[src/hw/rtl/mi4_pkg.sv]
// Shared types, widths and codes for the 4x4 matrix inverse core.
// Used by the cofactor lanes, the determinant merge, the divider and the top level.
// No dependencies.
`timescale 1ns / 1ps

package mi4_pkg;

   // element and datapath widths
   localparam int ELEM_W        = 32;
   localparam int OPND_W        = 33;   // signed multiplier operand
   localparam int PROD_W        = 66;   // signed 33x33 product
   localparam int TERM_W        = 65;   // 2x2 minor
   localparam int LACC_W        = 98;   // lane accumulator
   localparam int COF_W         = 97;   // 3x3 cofactor
   localparam int DET_W         = 132;  // determinant accumulator
   localparam int QUOT_W        = 32;   // quotient bits kept
   localparam int FRAC_BITS_DEF = 16;

   // result status codes
   typedef enum logic [1:0] {
      STAT_OK        = 2'd0,
      STAT_SINGULAR  = 2'd1,
      STAT_SATURATED = 2'd2
   } status_type;

   // top level sequencer
   typedef enum logic [2:0] {
      ST_LOAD,
      ST_COF,
      ST_DET,
      ST_PREP,
      ST_DIV,
      ST_OUT
   } core_state_type;

   // divider sequencer
   typedef enum logic [2:0] {
      DV_IDLE,
      DV_SUM,
      DV_CHECK,
      DV_ITER,
      DV_DONE
   } div_state_type;

   // control sent to all cofactor lanes
   typedef struct packed {
      logic       act;
      logic [1:0] row;
      logic [3:0] step;
   } lane_ctl_type;

   // cofactor leaving a lane
   typedef struct packed {
      logic                    valid;
      logic [1:0]              row;
      logic signed [COF_W-1:0] cof;
   } lane_res_type;

endpackage

[src/hw/rtl/mi4_merge.sv]
// Determinant merge: sums row-0 elements times the row-0 cofactors from the lanes.
// One 33x33 multiplier, 12 steps. Depends on mi4_pkg.
`timescale 1ns / 1ps

module mi4_merge
   import mi4_pkg::*;
(
   input  logic                     clock,
   input  logic                     reset,
   input  logic signed [ELEM_W-1:0] mat [16],
   input  lane_res_type             lres [4],
   input  logic                     go,
   output logic                     det_valid,
   output logic signed [DET_W-1:0]  det
);

   logic signed [COF_W-1:0]  cof0_ff [4];
   logic                     run_ff, run_in;
   logic [1:0]               j_ff, j_in;
   logic [1:0]               ch_ff, ch_in;
   logic                     last;
   logic signed [ELEM_W-1:0] el;
   logic signed [COF_W-1:0]  cv;
   logic signed [OPND_W-1:0] x33, y33;
   logic signed [PROD_W-1:0] prod_ff, prod_in;
   logic                     p_act_ff, p_first_ff, p_last_ff;
   logic [1:0]               p_sh_ff;
   logic signed [DET_W-1:0]  acc_ff, acc_in, addend, base;
   logic                     dv_ff;

   // step counters: column j, 32-bit chunk of the cofactor
   always_comb begin
      last   = (j_ff == 2'd3) && (ch_ff == 2'd2);
      run_in = go | (run_ff & ~last);
      ch_in  = (go || !run_ff || ch_ff == 2'd2) ? 2'd0 : ch_ff + 2'd1;
      if (go || !run_ff) begin
         j_in = 2'd0;
      end else begin
         j_in = (ch_ff == 2'd2) ? j_ff + 2'd1 : j_ff;
      end
   end

   // multiply stage
   always_comb begin
      el  = mat[{2'b00, j_ff}];
      cv  = cof0_ff[j_ff];
      x33 = {el[ELEM_W-1], el};
      case (ch_ff)
         2'd0:    y33 = {1'b0, cv[ELEM_W-1:0]};
         2'd1:    y33 = {1'b0, cv[2*ELEM_W-1:ELEM_W]};
         default: y33 = cv[COF_W-1:2*ELEM_W];
      endcase
      prod_in = x33 * y33;
   end

   // accumulate stage
   always_comb begin
      addend = DET_W'(prod_ff);
      case (p_sh_ff)
         2'd0:    addend = addend;
         2'd1:    addend = addend <<< ELEM_W;
         default: addend = addend <<< (2 * ELEM_W);
      endcase
      base   = p_first_ff ? '0 : acc_ff;
      acc_in = base + addend;
   end

   always_ff @(posedge clock) begin
      for (int j = 0; j < 4; j++) begin
         if (lres[j].valid && lres[j].row == 2'd0) begin
            cof0_ff[j] <= lres[j].cof;
         end
      end
      prod_ff    <= prod_in;
      p_first_ff <= (j_ff == 2'd0) && (ch_ff == 2'd0);
      p_sh_ff    <= ch_ff;
      p_last_ff  <= last;
      if (p_act_ff) begin
         acc_ff <= acc_in;
      end
      if (reset) begin
         run_ff   <= 1'b0;
         j_ff     <= 2'd0;
         ch_ff    <= 2'd0;
         p_act_ff <= 1'b0;
         dv_ff    <= 1'b0;
      end else begin
         run_ff   <= run_in;
         j_ff     <= j_in;
         ch_ff    <= ch_in;
         p_act_ff <= run_ff;
         dv_ff    <= p_act_ff & p_last_ff;
      end
   end

   assign det_valid = dv_ff;
   assign det       = acc_ff;

endmodule

[config.mk]
export PLATFORM = sky130hd
export DESIGN_NAME = mi4_merge
export DESIGN_NICKNAME = d
export VERILOG_FILES = /design/src/hw/rtl/mi4_pkg.sv /design/src/hw/rtl/mi4_merge.sv
export SDC_FILE = /design/constraint.sdc
export NUM_CORES = 2
export LEC_CHECK = 0
export BUFFER_PORTS_ARGS = -buffer_cell sky130_fd_sc_hd__buf_2
export CORE_AREA = 4 4 409 411
export DETAILED_ROUTE_END_ITERATION = 12
export DIE_AREA = 0 0 413 415
export SYNTH_ARGS = -nofsm -noshare
export SYNTH_HDL_FRONTEND = slang
export SYNTH_SLANG_ARGS = --single-unit
[constraint.sdc]
create_clock -name clock -period 10.6 [get_ports clock]
set_clock_uncertainty 0.05 [all_clocks]
set_input_delay 1.06 -clock clock [delete_from_list [all_inputs] [get_ports clock]]
set_output_delay 1.06 -clock clock [all_outputs]
set_load 0.05 [all_outputs]
==> flow_metrics.env <==
export IMPL_final_max_slew_viol_count=0
export IMPL_initial_core_util_pct=41.1
export IMPL_track_usage_pct=27.5
export IMPL_core_area_sq_um=164000
export IMPL_antenna_left=0
export IMPL_postSynthAreaPerCell_sq_um=10.3
export IMPL_drive_above_1_share_pct=16.5
export IMPL_synth_seq_cells=598
export IMPL_viasPerCell=5.40
export IMPL_cts_hold_buf=0
export IMPL_clock_latency_ps=710
export IMPL_grt_pass1_vias=54100
export IMPL_postLayoutCellArea_sq_um=76400
export IMPL_gr_total_overflow=0
export IMPL_cap_violations=0
export IMPL_rsz0062_at_grt="no"
export IMPL_netlist_area_leader_share_pct=33.1
export IMPL_row_count=149
export IMPL_dieWidth_microns=413
export IMPL_status="finished, final reports clean"
export IMPL_boundaryPins=1048
export IMPL_holdWs_ps=336
export IMPL_fin_util_pct=46.6
export IMPL_grt_max_degree=113
export IMPL_max_slew_margin_pct=6.24
export IMPL_grt_pass1_wl_microns=347000
export IMPL_drc=0
export IMPL_synth_nets=8883
export IMPL_startpoint_type="flop"
export IMPL_hold_viol_final=0
export IMPL_fill_cells=15500
export IMPL_crit_type="flop to flop"
export IMPL_synth_top_area_cell="fa_1"
export IMPL_yosys_top_cells_area="fa_1 (33%), edfxtp_1 (23%), ha_1 (6.0%), inv_1 (5.8%), nand2_1 (4.1%)"
export IMPL_drtPass1Iterations=6
export IMPL_num_vias=50800
export IMPL_port_buffers=663
export IMPL_drt_total_wl_microns=236000
export IMPL_die_h_microns=415
export IMPL_placed_area_sq_um=74000
export IMPL_ys_flop_type="edfxtp_1"
export IMPL_path_clk_slew_ps=60
export IMPL_cp_arrival_ps=10580
export IMPL_crit_required_ps=11090
export IMPL_setup_viol=0
export IMPL_finalCritPeriodShare_pct=95.1
export IMPL_path_common_cell="fa_1"
export IMPL_hold_path_class="flop to flop"
export IMPL_synth_edf_count=520
export IMPL_worst_path_max_fanout=23
export IMPL_crit_slowest_cell="a21o_1"
export IMPL_dpl_hpwl_microns=191000
export IMPL_fin_crit_ps=10090
export IMPL_synth_warnings=0
export IMPL_clk_path_buf_depth=3
export IMPL_cts_root_buffer="clkbuf_16"
export IMPL_timing_setup_tns_ps=0
export IMPL_cts_buffers=69
export IMPL_fmax_mhz=99.2
export IMPL_cts_htree_levels=3
export IMPL_die_area_sq_um=171000
export IMPL_synthCells=6533
export IMPL_postSynth_asyncResetShare_pct=0
export IMPL_syn_area_sq_um=67400
export IMPL_worst_pin_slew_ps=1410
export IMPL_drt_iter0_markers=3977
export IMPL_cts_sinks=598
export IMPL_wire_per_inst_microns=25.1
export IMPL_place_congestion=0.969
export IMPL_antenna_found_initial=66
export IMPL_nets=9491
export IMPL_seq_area_frac_synth_pct=25.5
export IMPL_cts_tree="yes"
export IMPL_cp_end_kind="flop"
export IMPL_slowest_delay_ps=640
export IMPL_synthDistinctLibCells=85
export IMPL_area_growth_syn_to_layout_pct=13.4
## worst paths after layout
kind | startpoint | to | slack, ps | depth (start not counted)
worst max-delay path | ch_ff[1] | prod_ff[63] | 510 | 32
worst min-delay path | ch_ff[0] | p_sh_ff[0] | 340 | 0
worst max register to register | ch_ff[1] | prod_ff[63] | 510 | 32
worst min register to register | ch_ff[0] | p_sh_ff[0] | 340 | 0
## area by class of cell
cell class / count / area (sq um) / share of cell area [%]
timing repair buffer: 879 / 5090 / 6.66
clock inverter: 41 / 487 / 0.637
clock buffer: 83 / 1810 / 2.37
tap: 2189 / 2740 / 3.58
multi-input combinational: 4558 / 45200 / 59.1
sequential: 598 / 17200 / 22.5
antenna: 20 / 50.0 / 0.0655
inverter: 1035 / 3880 / 5.08
## cells in the mapped netlist, types with 63 or more instances
library cell / number
a21o_1: 137
a21oi_1: 288
and2_1: 76
clkbuf_1: 286
dfxtp_1: 78
edfxtp_1: 520
fa_1: 1113
ha_1: 322
inv_1: 1035
mux2i_1: 65
mux4_2: 97
nand2_1: 728
nand4_1: 63
nor2_1: 648
nor2b_1: 162
o21ai_0: 136
xnor2_1: 136
xor2_1: 70
## layout by cell type (no fill, tap or decap), types with 97 or more instances in the layout
master    netlist  layout
inv_1        1035    1035
buf_4           0     204
xnor2_1       136     136
nor2_1        648     647
o21ai_0       136     135
nand2_1       728     728
ha_1          322     320
mux4_2         97      97
nor2b_1       162     161
a21oi_1       288     279
fa_1         1113    1113
buf_2          24     663
a21o_1        137     137
edfxtp_1      520     520
## state kept, by name (all words and copies together), names as in the netlist, named ones only
name        count
p_sh_ff         2
det           132
p_act_ff        1
run_ff          1
ch_ff           2
j_ff            2
cof0_ff       388
p_first_ff      1
det_valid       1
prod_ff        65
p_last_ff       1
## layer usage
layer | part of all wire, % | global-route usage, % | routed length [microns]
met1 | 39 | 35.2 | 91900
met2 | 46 | 43.8 | 108000
met3 | 9.6 | 7.30 | 22600
met4 | 5.6 | 12.5 | 13300
met5 | 0.15 | 0 | 350
## critical path, delay by kind of cell, from the launching register on
kind / cells / cell delay, ps
buffers and inverters: 5 / 890
flip-flops: 1 / 630
AND/OR/NAND/NOR: 9 / 1450
AO/OA/AOI/OAI: 7 / 2000
adder cells (fa/ha/maj): 10 / 4570
XOR/XNOR: 1 / 280
## stage by stage
stage | setup slack (ps) | instances
after floorplan | 1060 | 6533
after global placement | 430 | 9258
after detailed placement | 389 | 9258
after CTS | 338 | 9382
after global routing | 19.5 | 9400
final | 515 | 9403
## timing repair
action / 4_1_cts / 5_1_grt
gates resized for setup: 0 / 2
setup endpoints to repair: 0 / 4
setup buffers: 0 / 1
## logic make-up after synthesis
| kind of cell | synth area share, % |
|---|---|
| AOI/OAI and AO/OA | 8.21 |
| muxes | 4.74 |
| xor gates and xnor gates | 2.68 |
| and+or+nand+nor | 12.1 |
| DFF | 25.5 |
| buffers and inverters | 7.73 |
| adders and majority gates | 39.0 |
Power is not shown: default switching activity piles up to over one toggle a cycle in this logic, so the estimate is an artifact.
