`src/hw/rtl/mi4_pkg.sv`:
```
// Shared types, widths and codes for the 4x4 matrix inverse core.
// Used by the cofactor lanes, the determinant merge, the divider and the top level.
// No dependencies.
`timescale 1ns / 1ps

package mi4_pkg;

   // element and datapath widths
   localparam int ELEM_W        = 32;
   localparam int OPND_W        = 33;   // signed multiplier operand
   localparam int PROD_W        = 66;   // signed 33x33 product
   localparam int TERM_W        = 65;   // 2x2 minor
   localparam int LACC_W        = 98;   // lane accumulator
   localparam int COF_W         = 97;   // 3x3 cofactor
   localparam int DET_W         = 132;  // determinant accumulator
   localparam int QUOT_W        = 32;   // quotient bits kept
   localparam int FRAC_BITS_DEF = 16;

   // result status codes
   typedef enum logic [1:0] {
      STAT_OK        = 2'd0,
      STAT_SINGULAR  = 2'd1,
      STAT_SATURATED = 2'd2
   } status_type;

   // top level sequencer
   typedef enum logic [2:0] {
      ST_LOAD,
      ST_COF,
      ST_DET,
      ST_PREP,
      ST_DIV,
      ST_OUT
   } core_state_type;

   // divider sequencer
   typedef enum logic [2:0] {
      DV_IDLE,
      DV_SUM,
      DV_CHECK,
      DV_ITER,
      DV_DONE
   } div_state_type;

   // control sent to all cofactor lanes
   typedef struct packed {
      logic       act;
      logic [1:0] row;
      logic [3:0] step;
   } lane_ctl_type;

   // cofactor leaving a lane
   typedef struct packed {
      logic                    valid;
      logic [1:0]              row;
      logic signed [COF_W-1:0] cof;
   } lane_res_type;

endpackage

```
`src/hw/rtl/mi4_lane.sv`:
```
// Cofactor lane: one column of the cofactor matrix, one cofactor per 12 steps.
// Shares one 33x33 signed multiplier and one accumulator. Depends on mi4_pkg.
`timescale 1ns / 1ps

module mi4_lane
   import mi4_pkg::*;
(
   input  logic                     clock,
   input  logic                     reset,
   input  logic [1:0]               col_sel,
   input  logic signed [ELEM_W-1:0] mat [16],
   input  lane_ctl_type             ctl,
   output lane_res_type             res
);

   localparam logic [1:0] T0 = 2'd0;
   localparam logic [1:0] T1 = 2'd1;
   localparam logic [1:0] T2 = 2'd2;

   typedef struct packed {
      logic [1:0] xr;
      logic [1:0] xc;
      logic [1:0] yr;
      logic [1:0] yc;
      logic       yterm;
      logic [1:0] tsel;
      logic       yhi;
      logic       sub;
      logic       first;
      logic       store;
      logic       fin;
   } dec_type;

   typedef struct packed {
      logic       act;
      logic       first;
      logic       sub;
      logic       yhi;
      logic       store;
      logic       fin;
      logic [1:0] tsel;
      logic [1:0] row;
   } pipe_type;

   dec_type                    dec;
   pipe_type                   p_ff, p_in;
   logic signed [PROD_W-1:0]   prod_ff, prod_in;
   logic signed [LACC_W-1:0]   acc_ff, acc_in;
   logic signed [TERM_W-1:0]   t_ff [3];
   lane_res_type               res_ff, res_in;
   logic [1:0]                 xfr, xfc, yfr, yfc;
   logic signed [ELEM_W-1:0]   xe, ye;
   logic signed [TERM_W-1:0]   tv;
   logic signed [OPND_W-1:0]   x33, y33;
   logic signed [LACC_W-1:0]   addend, base, cof_val;

   // step decode: three 2x2 minors, then the 3x3 expansion along row 0
   always_comb begin
      dec = '0;
      case (ctl.step)
         4'd0: begin
            dec.xr = 2'd1; dec.xc = 2'd1; dec.yr = 2'd2; dec.yc = 2'd2; dec.first = 1'b1;
         end
         4'd1: begin
            dec.xr = 2'd1; dec.xc = 2'd2; dec.yr = 2'd2; dec.yc = 2'd1;
            dec.sub = 1'b1; dec.store = 1'b1; dec.tsel = T0;
         end
         4'd2: begin
            dec.xr = 2'd1; dec.xc = 2'd0; dec.yr = 2'd2; dec.yc = 2'd2; dec.first = 1'b1;
         end
         4'd3: begin
            dec.xr = 2'd1; dec.xc = 2'd2; dec.yr = 2'd2; dec.yc = 2'd0;
            dec.sub = 1'b1; dec.store = 1'b1; dec.tsel = T1;
         end
         4'd4: begin
            dec.xr = 2'd1; dec.xc = 2'd0; dec.yr = 2'd2; dec.yc = 2'd1; dec.first = 1'b1;
         end
         4'd5: begin
            dec.xr = 2'd1; dec.xc = 2'd1; dec.yr = 2'd2; dec.yc = 2'd0;
            dec.sub = 1'b1; dec.store = 1'b1; dec.tsel = T2;
         end
         4'd6: begin
            dec.xc = 2'd0; dec.yterm = 1'b1; dec.tsel = T0; dec.first = 1'b1;
         end
         4'd7: begin
            dec.xc = 2'd0; dec.yterm = 1'b1; dec.tsel = T0; dec.yhi = 1'b1;
         end
         4'd8: begin
            dec.xc = 2'd1; dec.yterm = 1'b1; dec.tsel = T1; dec.sub = 1'b1;
         end
         4'd9: begin
            dec.xc = 2'd1; dec.yterm = 1'b1; dec.tsel = T1; dec.yhi = 1'b1; dec.sub = 1'b1;
         end
         4'd10: begin
            dec.xc = 2'd2; dec.yterm = 1'b1; dec.tsel = T2;
         end
         4'd11: begin
            dec.xc = 2'd2; dec.yterm = 1'b1; dec.tsel = T2; dec.yhi = 1'b1; dec.fin = 1'b1;
         end
         default: dec = '0;
      endcase
   end

   // minor index to full matrix index: skip the cofactor's own row and column
   always_comb begin
      xfr = (dec.xr >= ctl.row) ? dec.xr + 2'd1 : dec.xr;
      yfr = (dec.yr >= ctl.row) ? dec.yr + 2'd1 : dec.yr;
      xfc = (dec.xc >= col_sel) ? dec.xc + 2'd1 : dec.xc;
      yfc = (dec.yc >= col_sel) ? dec.yc + 2'd1 : dec.yc;
      xe  = mat[{xfr, xfc}];
      ye  = mat[{yfr, yfc}];
      tv  = t_ff[dec.tsel];
      x33 = {xe[ELEM_W-1], xe};
      if (!dec.yterm) begin
         y33 = {ye[ELEM_W-1], ye};
      end else if (dec.yhi) begin
         y33 = tv[TERM_W-1:ELEM_W];
      end else begin
         y33 = {1'b0, tv[ELEM_W-1:0]};
      end
      prod_in     = x33 * y33;
      p_in.act    = ctl.act;
      p_in.first  = dec.first;
      p_in.sub    = dec.sub;
      p_in.yhi    = dec.yhi;
      p_in.store  = dec.store;
      p_in.fin    = dec.fin;
      p_in.tsel   = dec.tsel;
      p_in.row    = ctl.row;
   end

   // accumulate stage
   always_comb begin
      addend = LACC_W'(prod_ff);
      if (p_ff.yhi) begin
         addend = addend <<< ELEM_W;
      end
      base    = p_ff.first ? '0 : acc_ff;
      acc_in  = p_ff.sub ? base - addend : base + addend;
      cof_val = (p_ff.row[0] ^ col_sel[0]) ? -acc_in : acc_in;
      res_in.valid = p_ff.act & p_ff.fin;
      res_in.row   = p_ff.row;
      res_in.cof   = cof_val[COF_W-1:0];
   end

   always_ff @(posedge clock) begin
      prod_ff <= prod_in;
      if (p_ff.act) begin
         acc_ff <= acc_in;
         if (p_ff.store) begin
            t_ff[p_ff.tsel] <= acc_in[TERM_W-1:0];
         end
      end
      res_ff.row <= res_in.row;
      res_ff.cof <= res_in.cof;
      if (reset) begin
         p_ff         <= '0;
         res_ff.valid <= 1'b0;
      end else begin
         p_ff         <= p_in;
         res_ff.valid <= res_in.valid;
      end
   end

   assign res = res_ff;

endmodule

```
`config.mk`:
```
export PLATFORM = sky130hd
export DESIGN_NAME = mi4_lane
export DESIGN_NICKNAME = d
export VERILOG_FILES = /design/src/hw/rtl/mi4_pkg.sv /design/src/hw/rtl/mi4_lane.sv
export SDC_FILE = /design/constraint.sdc
export NUM_CORES = 2
export LEC_CHECK = 0
export ABC_CLOCK_PERIOD_IN_PS = 16200
export BUFFER_PORTS_ARGS = -buffer_cell sky130_fd_sc_hd__buf_2
export CORE_MARGIN = 4
export CORE_UTILIZATION = 45
export DETAILED_ROUTE_END_ITERATION = 12
export PLACE_DENSITY = 0.64
export SYNTH_ARGS = -nofsm -noshare
export SYNTH_HDL_FRONTEND = slang
export SYNTH_SLANG_ARGS = --single-unit
```
`constraint.sdc`:
```
create_clock -name clock -period 16.2 [get_ports clock]
set_clock_uncertainty 0.1 [all_clocks]
set_input_delay 0.81 -clock clock [delete_from_list [all_inputs] [get_ports clock]]
set_output_delay 0.81 -clock clock [all_outputs]
set_load 0.05 [all_outputs]
```
==> flow_metrics.tcl <==
set metrics [dict create \
    viasPerCell 5.989 \
    yosys_warnings 0 \
    hold_viol 0 \
    ys.flop_type "edfxtp_1" \
    cp-start-kind "input port" \
    end_kind "flip-flop" \
    ios 623 \
    finalSetupViolCount 0 \
    antenna_found_initial 79 \
    status "completed" \
    cts_resized 0 \
    crit_top_cell "fa_1" \
    placedInstanceArea_um2 78400 \
    die_area_um2 167900 \
    vias 63376 \
    finalMaxSlewViolations 0 \
    htreeDepth 2 \
    post-route-min-period_ns 14.25 \
    synth.most_common_cell "inv_1" \
    cts_tree "done" \
    clkLatencyLatePin_ns 0.65 \
    clock.fmax_mhz 70.18 \
    critPathLaunch "ctl[0]" \
    fin_nets 10250 \
    drc_errors 0 \
    drt_iter0_drc 7303 \
    setup_slack_ns 1.951 \
    ys_types 121 \
    yosysSeqAreaShare_pct 16.90 \
    grt_pass1_wl_mm 448.9 \
    ctsHoldBuffers 0 \
    synth_area_leader_cell "fa_1" \
    synthTopCellsByArea "fa_1 (31%), edfxtp_1 (12%), inv_1 (5.8%), nand2_1 (5.1%), ha_1 (5.0%)" \
    routabilityCongestion 1.005 \
    slew_headroom_pct 8.100 \
    synth_top_area_share_pct 30.68 \
    worst_ep_arrival_time_ns 14.67 \
    fin_crit_sh_pct 87.96 \
    drive_above_1_share_pct 14.70 \
    worst_pin_slew_ns 1.364 \
    stdcell_area_um2 80030 \
    fillCellCount 15190 \
    synth_area_um2 72620 \
    synth_common_cells "inv_1 (1128), fa_1 (1113), nand2_1 (990)" \
    async_flop_share_pct 0 \
    numCtsBuffers 45 \
    fp.dieH_um 409.7 \
    core_um2 160600 \
    fin_setup_tns_ns 0 \
    die_w_um 409.7 \
    rr_startpoint "t_ff[1][19]$_DFFE_PP_" \
    io_buffers 622 \
    grt_pass1_vias 64552 \
    post-cts-setup-buffer-count 0 \
    min-delay-start "p_ff[1]$_SDFF_PP0_" \
    synth-seq-cells 467 \
    rsz0062_at_grt "no" \
    overflow 0 \
    dr.pass1.iters 6 \
    place_inst 10436 \
    syn_area_per_cell_um2 9.146 \
    cpMaxStageDelayCell "o221ai_2" \
    maxCapViolCount 0 \
    min_path_type "flip-flop to flip-flop" \
    syn_nets 9867 \
    grt_util_all_layers_pct 36.25 \
    drt_wl_total_mm 307.1 \
    clk_path_buf_depth 3 \
    pre_cts_slack_ns 1.681 \
    worstPathRequired_ns 16.62 \
    synth-edff-count 292 \
    synthCells 7940 \
    rows 147 \
    dpl.hpwl_mm 250.7 \
    cts_root_buf "clkbuf_16" \
    finalNonFillerCells 10582 \
    wire_per_inst_um 29.02 \
    initial_core_util_pct 45.23 \
    syn2layout_area_growth_pct 10.20 \
    grt_max_degree 125 \
    cp_max_fo 58 \
    max_stage_delay_ns 1.05 \
    clk_pin_slew_ns 0.07 \
    cts.sinks 467 \
    path_class "input port to flip-flop" \
    antenna_left 0 \
]
-- sequential cells by signal, indices dropped and copies added (netlist names) --
register / flops
acc_ff: 97
p_ff: 10
prod_ff: 65
res: 100
t_ff: 195
-- worst paths after layout --
path                    endpoint  slack [ns]  cells after the start
max          prod_ff[59]$_DFF_P_        1.95                     41
min              res[98]$_DFF_P_        0.25                      0
max reg2reg  prod_ff[59]$_DFF_P_        5.73                     30
min reg2reg      res[98]$_DFF_P_        0.25                      0
-- critical path, delay by kind of cell --
| family | cells | cell delay (ns) |
|---|---|---|
| simple gates | 8 | 2.22 |
| compound gates | 15 | 4.62 |
| xor+xnor | 2 | 0.27 |
| fa+ha+maj | 11 | 5.28 |
| buf+inv | 5 | 1.33 |
-- per-stage QoR --
| step | util [%] | hold slack [ns] |
|---|---|---|
| floorplan | - | 0.2096 |
| global placement | 48.81 | 0.2170 |
| detailed placement | 48.83 | 0.2143 |
| CTS | 49.74 | 0.2491 |
| global route | 49.80 | 0.2690 |
| finish | 49.84 | 0.2512 |
-- kinds of logic after synthesis --
kind of cell / after synthesis / synth area share (%)
compound gates: 1388 / 12.74
xor+xnor: 313 / 3.775
fa+ha+maj: 1405 / 35.71
buf+inv: 1580 / 8.311
flops: 467 / 16.90
mux: 348 / 7.520
simple gates: 2439 / 15.05
-- layer usage --
layer / wire [um] / global-route usage (%) / vias to the layer above
met5: 161 / 0 / -
met4: 18070 / 18.07 / 24
met3: 29000 / 7.730 / 695
met2: 142600 / 58.30 / 3265
met1: 117300 / 46.42 / 32277
li1: - / - / 27115
-- area by class of cell --
type                    count  area (um2)  share of cell area [%]
multi-input cells        5893       54740                   68.40
flip-flops and latches    467       12290                   15.35
repair buffers            781        4417                   5.519
inverters                1135        4260                   5.323
well taps                2160        2703                   3.377
clock buffers              57        1231                   1.538
clock inverters            27       239.0                  0.2986
diodes                     62       155.1                  0.1939
-- cell usage in the layout (no fill, tap or decap), drive strengths merged, types with 60 or more instances in the layout --
cell type | netlist | layout
ha | 291 | 291
a31oi | 62 | 62
a21o | 101 | 101
diode | 0 | 62
nand2 | 992 | 992
a221oi | 79 | 79
xor2 | 139 | 139
a21oi | 473 | 473
nand4 | 64 | 64
xnor2 | 174 | 174
nand3 | 60 | 60
mux4 | 153 | 153
dfxtp | 175 | 175
nor3 | 79 | 79
o21ai | 224 | 224
mux2i | 144 | 144
and2 | 73 | 73
nor2b | 169 | 169
nand2b | 74 | 74
inv | 1130 | 1141
buf | 98 | 781
fa | 1113 | 1113
edfxtp | 292 | 292
nor2 | 765 | 765
Power is left out: the tool's default activity adds up to more than one toggle a clock period on the data nets, which glitch-free logic cannot reach.
